**src/rtl/core/rthsv_pkg.sv**
```systemverilog
// shared constants for the rgb to hsv converter
// no dependencies; imported by every module of the block
package rthsv_pkg;

  // default channel and hue widths
  localparam int CHANNEL_BITS_DEF = 8;
  localparam int HUE_BITS_DEF     = 16;

  // entries in the queue between classifier and divider pipeline
  localparam int QUEUE_DEPTH_DEF  = 4;

  // extra bits over a channel that hold numerators up to 6 * d
  localparam int NUM_EXTRA_BITS   = 3;

endpackage

```
**src/rtl/core/rthsv_front.sv**
```systemverilog
// front part: unpacks a pixel, finds max, min and hue sector, forms dividends
// depends on rthsv_pkg
module rthsv_front
  import rthsv_pkg::*;
#(
  parameter int CHANNEL_BITS = CHANNEL_BITS_DEF,
  parameter int IN_W         = ((3 * CHANNEL_BITS + 7) / 8) * 8,
  parameter int ENTRY_W      = 2 * (CHANNEL_BITS + NUM_EXTRA_BITS) + 3 * CHANNEL_BITS + 1
) (
  input  logic [IN_W-1:0]    pixel,  // red, green, blue from bit 0 up
  output logic [ENTRY_W-1:0] entry   // num, d6, sat dividend, max, gray from bit 0 up
);

  localparam int CB    = CHANNEL_BITS;
  localparam int NUM_W = CB + NUM_EXTRA_BITS;

  logic [CB-1:0]     red, green, blue;
  logic [CB-1:0]     mx, mn, d;
  logic [NUM_W-1:0]  r_e, g_e, b_e, d_e, d6, num;
  logic [2*CB-1:0]   sat_div;
  logic              gray;

  assign red   = pixel[CB-1:0];
  assign green = pixel[2*CB-1:CB];
  assign blue  = pixel[3*CB-1:2*CB];

  always_comb begin
    mx = red;
    mn = red;
    if (green > mx) mx = green;
    if (blue > mx) mx = blue;
    if (green < mn) mn = green;
    if (blue < mn) mn = blue;
  end

  assign d    = mx - mn;
  assign gray = (d == '0);

  assign r_e = NUM_W'(red);
  assign g_e = NUM_W'(green);
  assign b_e = NUM_W'(blue);
  assign d_e = NUM_W'(d);
  assign d6  = (d_e << 2) + (d_e << 1);

  // sector numerator, red tested first, then green, then blue
  always_comb begin
    if (mx == red) begin
      if (green >= blue) begin
        num = g_e - b_e;
      end else begin
        num = d6 - (b_e - g_e);
      end
    end else if (mx == green) begin
      num = (d_e << 1) + b_e - r_e;
    end else begin
      num = (d_e << 2) + r_e - g_e;
    end
  end

  // full scale times d as shift and subtract
  assign sat_div = {d, {CB{1'b0}}} - (2*CB)'(d);

  assign entry = {gray, mx, sat_div, d6, num};

endmodule

```
**src/rtl/core/rthsv_queue.sv**
```systemverilog
// short queue between the classifier and the divider pipeline
// depends on rthsv_pkg for its default depth
module rthsv_queue
  import rthsv_pkg::*;
#(
  parameter int WIDTH = 8,
  parameter int DEPTH = QUEUE_DEPTH_DEF
) (
  input  logic             clk,
  input  logic             rst_n,
  input  logic             push_valid,
  output logic             push_ready,
  input  logic [WIDTH-1:0] push_data,
  output logic             pop_valid,
  input  logic             pop_ready,
  output logic [WIDTH-1:0] pop_data
);

  localparam int PTR_W = (DEPTH > 1) ? $clog2(DEPTH) : 1;
  localparam int CNT_W = $clog2(DEPTH + 1);

  logic [WIDTH-1:0] mem_r [DEPTH];
  logic [PTR_W-1:0] wr_ptr_r, wr_ptr_nxt;
  logic [PTR_W-1:0] rd_ptr_r, rd_ptr_nxt;
  logic [CNT_W-1:0] count_r, count_nxt;
  logic             push, pop;

  function automatic logic [PTR_W-1:0] ptr_inc(input logic [PTR_W-1:0] p);
    if (p == PTR_W'(DEPTH - 1)) begin
      return '0;
    end else begin
      return p + 1'b1;
    end
  endfunction

  assign push_ready = (count_r != CNT_W'(DEPTH));
  assign pop_valid  = (count_r != '0);
  assign push       = push_valid && push_ready;
  assign pop        = pop_valid && pop_ready;
  assign pop_data   = mem_r[rd_ptr_r];

  always_comb begin
    wr_ptr_nxt = push ? ptr_inc(wr_ptr_r) : wr_ptr_r;
    rd_ptr_nxt = pop ? ptr_inc(rd_ptr_r) : rd_ptr_r;
    count_nxt  = count_r;
    if (push && !pop) begin
      count_nxt = count_r + 1'b1;
    end else if (pop && !push) begin
      count_nxt = count_r - 1'b1;
    end
  end

  always_ff @(posedge clk) begin
    if (!rst_n) begin
      wr_ptr_r <= '0;
      rd_ptr_r <= '0;
      count_r  <= '0;
    end else begin
      wr_ptr_r <= wr_ptr_nxt;
      rd_ptr_r <= rd_ptr_nxt;
      count_r  <= count_nxt;
    end
  end

  always_ff @(posedge clk) begin
    if (push) begin
      mem_r[wr_ptr_r] <= push_data;
    end
  end

endmodule

```
**src/rtl/core/rthsv_back.sv**
```systemverilog
// back part: bit-per-stage dividers for hue and saturation, last stage drives the output
// depends on rthsv_pkg
module rthsv_back
  import rthsv_pkg::*;
#(
  parameter int CHANNEL_BITS = CHANNEL_BITS_DEF,
  parameter int HUE_BITS     = HUE_BITS_DEF,
  parameter int ENTRY_W      = 2 * (CHANNEL_BITS + NUM_EXTRA_BITS) + 3 * CHANNEL_BITS + 1
) (
  input  logic                    clk,
  input  logic                    rst_n,
  input  logic                    entry_valid,
  output logic                    entry_ready,
  input  logic [ENTRY_W-1:0]      entry,
  output logic                    res_valid,
  input  logic                    res_ready,
  output logic [HUE_BITS-1:0]     hue,
  output logic [CHANNEL_BITS-1:0] saturation,
  output logic [CHANNEL_BITS-1:0] brightness,
  output logic                    is_gray
);

  localparam int CB    = CHANNEL_BITS;
  localparam int HB    = HUE_BITS;
  localparam int NUM_W = CB + NUM_EXTRA_BITS;
  localparam int LAT   = (HB > CB) ? HB : CB;

  // entry fields
  logic [NUM_W-1:0] e_num, e_d6;
  logic [2*CB-1:0]  e_sat_div;
  logic [CB-1:0]    e_mx;
  logic             e_gray;

  assign {e_gray, e_mx, e_sat_div, e_d6, e_num} = entry;

  // stage registers
  logic             v_r    [LAT];
  logic [NUM_W-1:0] hrem_r [LAT];
  logic [HB-1:0]    hq_r   [LAT];
  logic [NUM_W-1:0] d6_r   [LAT];
  logic [CB-1:0]    srem_r [LAT];
  logic [CB-1:0]    slo_r  [LAT];
  logic [CB-1:0]    sq_r   [LAT];
  logic [CB-1:0]    mx_r   [LAT];
  logic             gray_r [LAT];

  logic en;

  // whole pipeline moves when the output is free or being taken
  assign en          = !v_r[LAT-1] || res_ready;
  assign entry_ready = en;

  for (genvar k = 0; k < LAT; k++) begin : g_stage
    logic             v_in, gray_in;
    logic [NUM_W-1:0] hrem_in, d6_in;
    logic [HB-1:0]    hq_in;
    logic [CB-1:0]    srem_in, slo_in, sq_in, mx_in;
    logic [NUM_W:0]   h_t;
    logic             h_ge;
    logic [CB:0]      s_t;
    logic             s_ge;
    logic [NUM_W-1:0] hrem_nxt;
    logic [HB-1:0]    hq_nxt;
    logic [CB-1:0]    srem_nxt, slo_nxt, sq_nxt;

    if (k == 0) begin : g_first
      assign v_in    = entry_valid;
      assign hrem_in = e_num;
      assign hq_in   = '0;
      assign d6_in   = e_d6;
      assign srem_in = e_sat_div[2*CB-1:CB];
      assign slo_in  = e_sat_div[CB-1:0];
      assign sq_in   = '0;
      assign mx_in   = e_mx;
      assign gray_in = e_gray;
    end else begin : g_next
      assign v_in    = v_r[k-1];
      assign hrem_in = hrem_r[k-1];
      assign hq_in   = hq_r[k-1];
      assign d6_in   = d6_r[k-1];
      assign srem_in = srem_r[k-1];
      assign slo_in  = slo_r[k-1];
      assign sq_in   = sq_r[k-1];
      assign mx_in   = mx_r[k-1];
      assign gray_in = gray_r[k-1];
    end

    // one restoring step of each divider
    assign h_t  = {hrem_in, 1'b0};
    assign h_ge = (h_t >= {1'b0, d6_in});
    assign s_t  = {srem_in, slo_in[CB-1]};
    assign s_ge = (s_t >= {1'b0, mx_in});

    always_comb begin
      hrem_nxt = hrem_in;
      hq_nxt   = hq_in;
      srem_nxt = srem_in;
      slo_nxt  = slo_in;
      sq_nxt   = sq_in;
      if (k < HB) begin
        hrem_nxt = h_ge ? NUM_W'(h_t - {1'b0, d6_in}) : NUM_W'(h_t);
        hq_nxt   = {hq_in[HB-2:0], h_ge};
      end
      if (k < CB) begin
        srem_nxt = s_ge ? CB'(s_t - {1'b0, mx_in}) : CB'(s_t);
        slo_nxt  = slo_in << 1;
        sq_nxt   = {sq_in[CB-2:0], s_ge};
      end
    end

    always_ff @(posedge clk) begin
      if (!rst_n) begin
        v_r[k] <= 1'b0;
      end else if (en) begin
        v_r[k] <= v_in;
      end
    end

    always_ff @(posedge clk) begin
      if (en) begin
        hrem_r[k] <= hrem_nxt;
        hq_r[k]   <= hq_nxt;
        d6_r[k]   <= d6_in;
        srem_r[k] <= srem_nxt;
        slo_r[k]  <= slo_nxt;
        sq_r[k]   <= sq_nxt;
        mx_r[k]   <= mx_in;
        gray_r[k] <= gray_in;
      end
    end
  end

  // gray pixels carry a zero hue divisor, so both quotients are forced to zero
  assign res_valid  = v_r[LAT-1];
  assign hue        = gray_r[LAT-1] ? '0 : hq_r[LAT-1];
  assign saturation = gray_r[LAT-1] ? '0 : sq_r[LAT-1];
  assign brightness = mx_r[LAT-1];
  assign is_gray    = gray_r[LAT-1];

endmodule

```
**src/rtl/core/rgb_to_hsv_converter.sv**
```systemverilog
// rgb to hsv converter top level: classifier, queue and divider pipeline
// depends on rthsv_pkg, rthsv_front, rthsv_queue and rthsv_back
//
// usage
//   in_*  : one pixel per beat, red, green and blue packed in in_tdata
//   out_* : one hsv result per beat, hue, saturation and value in out_tdata,
//           the gray flag in out_tuser
//   path: a beat accepted is written into the queue, then takes one divider
//           step per stage of the divider pipeline
//   throughput: one pixel per clock while the output is not stalled; every divider stage
//           retires at most one quotient bit of each of the hue and the saturation division
//   stall: when a result waits with out_tready low the divider pipeline holds;
//           the queue keeps taking beats until its QUEUE_DEPTH entries are full,
//           then in_tready drops
//   reset: synchronous, active low; empties the queue and all stage
//           valids, so out_tvalid is low and in_tready high afterwards
//   saturation = floor(full * (max - min) / max), hue in units of
//   2^-HUE_BITS of a turn; gray pixels give hue and saturation zero
module rgb_to_hsv_converter
  import rthsv_pkg::*;
#(
  parameter int CHANNEL_BITS = CHANNEL_BITS_DEF,
  parameter int HUE_BITS     = HUE_BITS_DEF,
  parameter int QUEUE_DEPTH  = QUEUE_DEPTH_DEF
) (
  input  logic clk,
  input  logic rst_n,

  input  logic                                              in_tvalid,
  output logic                                              in_tready,
  // red, green, blue from bit 0 up, zero padded to whole bytes
  input  logic [((3*CHANNEL_BITS+7)/8)*8-1:0]               in_tdata,

  output logic                                              out_tvalid,
  input  logic                                              out_tready,
  // hue, saturation, brightness from bit 0 up, zero padded to whole bytes
  output logic [((HUE_BITS+2*CHANNEL_BITS+7)/8)*8-1:0]      out_tdata,
  // is_gray
  output logic                                              out_tuser
);

  localparam int CB      = CHANNEL_BITS;
  localparam int HB      = HUE_BITS;
  localparam int IN_W    = ((3 * CB + 7) / 8) * 8;
  localparam int OUT_W   = ((HB + 2 * CB + 7) / 8) * 8;
  localparam int RES_W   = HB + 2 * CB;
  localparam int ENTRY_W = 2 * (CB + NUM_EXTRA_BITS) + 3 * CB + 1;

  // classified pixel on its way into the queue
  logic [ENTRY_W-1:0] push_entry;

  // queue head towards the divider pipeline
  logic               head_valid;
  logic               head_ready;
  logic [ENTRY_W-1:0] head_entry;

  logic [HB-1:0]      hue;
  logic [CB-1:0]      saturation;
  logic [CB-1:0]      brightness;

  rthsv_front #(
    .CHANNEL_BITS (CB),
    .IN_W         (IN_W),
    .ENTRY_W      (ENTRY_W)
  ) u_front (
    .pixel (in_tdata),
    .entry (push_entry)
  );

  // lets the front keep taking pixels while the output side stalls
  rthsv_queue #(
    .WIDTH (ENTRY_W),
    .DEPTH (QUEUE_DEPTH)
  ) u_queue (
    .clk        (clk),
    .rst_n      (rst_n),
    .push_valid (in_tvalid),
    .push_ready (in_tready),
    .push_data  (push_entry),
    .pop_valid  (head_valid),
    .pop_ready  (head_ready),
    .pop_data   (head_entry)
  );

  rthsv_back #(
    .CHANNEL_BITS (CB),
    .HUE_BITS     (HB),
    .ENTRY_W      (ENTRY_W)
  ) u_back (
    .clk         (clk),
    .rst_n       (rst_n),
    .entry_valid (head_valid),
    .entry_ready (head_ready),
    .entry       (head_entry),
    .res_valid   (out_tvalid),
    .res_ready   (out_tready),
    .hue         (hue),
    .saturation  (saturation),
    .brightness  (brightness),
    .is_gray     (out_tuser)
  );

  // pack the result beat, padding bits held at zero
  assign out_tdata = OUT_W'({brightness, saturation, hue});

  // keeps the packed width tied to the field widths
  localparam int PAD_W = OUT_W - RES_W;
  if (PAD_W < 0) begin : g_bad_width
    $error("output packing narrower than result fields");
  end

endmodule

```
**config.mk**
```make
export PLATFORM = sky130hd
export DESIGN_NAME = rgb_to_hsv_converter
export DESIGN_NICKNAME = d
export VERILOG_FILES = /design/src/rtl/core/rthsv_pkg.sv /design/src/rtl/core/rthsv_front.sv /design/src/rtl/core/rthsv_queue.sv /design/src/rtl/core/rthsv_back.sv /design/src/rtl/core/rgb_to_hsv_converter.sv
export SDC_FILE = /design/constraint.sdc
export NUM_CORES = 2
export LEC_CHECK = 0
export BUFFER_PORTS_ARGS = -buffer_cell sky130_fd_sc_hd__buf_4
export CORE_ASPECT_RATIO = 0.6
export CORE_UTILIZATION = 52
export CTS_CLUSTER_DIAMETER = 100
export DETAILED_ROUTE_END_ITERATION = 7
export GPL_ROUTABILITY_DRIVEN = 0
export HOLD_SLACK_MARGIN = 0.08
export PLACE_DENSITY = 0.68
export SLEW_MARGIN = 15
export SYNTH_ARGS = -nofsm -noshare
export SYNTH_HDL_FRONTEND = slang
export SYNTH_SLANG_ARGS = --single-unit
```
**constraint.sdc**
```tcl
create_clock -name clk -period 50.1 [get_ports clk]
set_input_delay 10.02 -clock clk [delete_from_list [all_inputs] [get_ports clk]]
set_output_delay 10.02 -clock clk [all_outputs]
set_load 0.1 [all_outputs]
```
==> flow_summary.ini <==
[worst_setup_path]
slowest_delay_ns = 0.70
worst_ep_arrival_time_ns = 20.15
cp.buffers_inverters = 5
crit_path_max_fanout = 15
critPathKind = in -> reg
required_ns = 50.61
critPathTopFamily = compound AO/OA/AOI/OAI gates
slowest_stage = xor2_1
setup.worst_path.start_class = input pin
crit_path_end_kind = flop

[status]
status = complete, no violations

[synth]
yosys.area_share.simple_pct = 7.67
synth_compound_area_share_pct = 9.13
synth_cell_types = 82
synth.area.mux_share_pct = 3.06
ys_ff_latch = 952
synth_top_flop_cell = edfxtp_1
synth_top_area_share_pct = 61.6
yosys.cell_count.top_type = edfxtp_1
synth_top_family_by_area = adder cells
synth_nets = 3864
synth_warnings = 0
syn_avg_cell_area_sq_um = 13.2
synth_common_cells = edfxtp_1 (942), inv_1 (442), ha_1 (321)
synth_cells = 3478
synth_xor_xnor_area_share_pct = 3.60
synth-edff-count = 942
syn-cell-area_sq_um = 45900
synth_async_sr_flop_share_pct = 0
yosysTopAreaCell = edfxtp_1
yosys.area_share.adder_pct = 10.4
ys_seq_area_share_pct = 62.1
synthTopCellsByArea = edfxtp_1 (62%), ha_1 (8.8%), inv_1 (3.6%)

[grt]
grt_pass1_vias = 25328
grt_pass1_wl_um = 136000
grt_max_degree = 200
antenna_found_initial = 0
overflow = 0
grt_usage_pct = 19.1

[place]
hpwlAfterDp_um = 57800
dpl_cell_area_sq_um = 47800
portBuffers = 62

[route]
route.detailed.drc = 0
drtIter0Drc = 2040
antenna_left = 0
vias_per_cell = 5.40
wl_per_cell_um = 17.3
wl_um = 83300
vias = 25975
dr.pass1.iters = 7

[die]
initial_core_util_pct = 53.1
coreArea_sq_um = 86400
dieArea_sq_um = 89500
row_count = 83
io_pins = 63
fp.dieW_um = 386
fp.dieH_um = 232

[final_layout]
nets = 3978
post-route-cell-area_sq_um = 50600
area_delta_synth_final_pct = 10.3
layout-drive-gt1-share_pct = 8.95

[sta]
relSlewSlack_pct = 17.6
maxSlewViolCount = 0
rsz0062_at_grt = no
fmaxAchievable_mhz = 50.9
period_minus_slack_ns = 19.63
skew_ns = 0.0278
worstMarginPinSlew_ns = 1.22
finalSetupViolations = 0
finalCritPeriodShare_pct = 39.2
hold_viol_final = 0
setup_tns_ns = 0

[cts]
clock_path_buffers = 3
cts_hold_buf = 0
cts_root_buf = clkbuf_16
cts_buffers = 86
htree_num_levels = 3
clk_pin_slew_worst_paths_ns = 0.06
post_cts_buffers = 0
cts_resized = 0
clk_latency_ns = 0.68
cts_tree = done
numClockSinks = 952

[min_path]
hp-class = reg -> reg

[flow_run]
maxCapViolCount = 0
-- cell usage in the layout, fill, tap and decap left out, drive strengths merged, types with 16 or more instances in the layout --
cell type	synthesis	final
nor2b	82	82
nor3	28	28
xnor2	134	134
nand3	24	24
inv	444	446
nor2	197	197
o21ai	217	217
o31ai	30	30
mux4	43	43
xor2	52	52
and3	20	20
a221oi	17	17
nand4	49	49
nand2b	64	64
or4	17	17
mux2i	16	16
a211oi	16	16
a21o	72	72
o21bai	23	23
nand2	181	181
and2	28	28
clkinv	1	46
edfxtp	942	942
ha	321	321
clkbuf	48	94
a21oi	239	239
mux2	24	24
buf	8	82
fa	37	37
-- layout make-up --
class | count | area (sq um)
Clock buffer | 94 | 2200
Antenna cell | 1 | 2.50
Tap cell | 1147 | 1440
Timing Repair Buffer | 82 | 641
Inverter | 445 | 1670
Multi-Input combinational cell | 2025 | 15500
Clock inverter | 66 | 629
Fill cell | 6725 | 35800
Sequential cell | 952 | 28500
-- kinds of logic (layout without fill, tap and decap cells) --
logic type,after synthesis,after routing
xor+xnor,187,187
fa+ha+maj,358,358
buf+inv,501,687
flops,952,952
mux,83,83
other cells,0,1
simple gates,710,710
compound gates,687,687
-- state kept, by name, indices dropped and copies added, names as in the netlist, named ones only --
signal / cells
u_back.gray_r: 16
u_back.slo_r: 26
u_queue.count_r: 3
u_back.d6_r: 139
u_queue.wr_ptr_r: 2
u_back.hrem_r: 150
u_queue.mem_r: 176
u_back.sq_r: 100
u_back.mx_r: 128
u_back.hq_r: 136
u_queue.rd_ptr_r: 2
u_back.v_r: 16
u_back.srem_r: 56
-- per-stage QoR --
step	hold slack (ns)	utilization [%]	worst slack, ns	instances
floorplan	0.400	-	16.52	3478
global placement	0.400	55.3	30.40	4651
detailed placement	0.405	55.3	30.18	4651
CTS	0.399	58.6	30.85	4811
global route	0.402	58.6	30.05	4811
finish	0.401	58.6	30.47	4812
-- metal layers --
metal	GRT usage (%)	wire length [um]	up-vias
met4	3.92	1250	0
met2	26.7	33800	604
met1	30.4	43200	12466
met3	3.87	5060	87
met5	0	0	-
li1	-	-	12818
-- final timing paths --
kind	cells past startpoint	slack (ns)	to	startpoint
setup / recovery	41	30.47	u_queue.mem_r[1][9]	in_tdata[7]
hold / removal	0	0.40	u_back.slo_r[1][7]	u_back.slo_r[0][6]
setup reg to reg	16	45.03	u_back.hrem_r[0][9]	flop
hold reg to reg	0	0.40	u_back.slo_r[1][7]	u_back.slo_r[0][6]
Power is left out: the tool's default activity adds up to more than one toggle a clock period on the data nets, which glitch-free logic cannot reach.
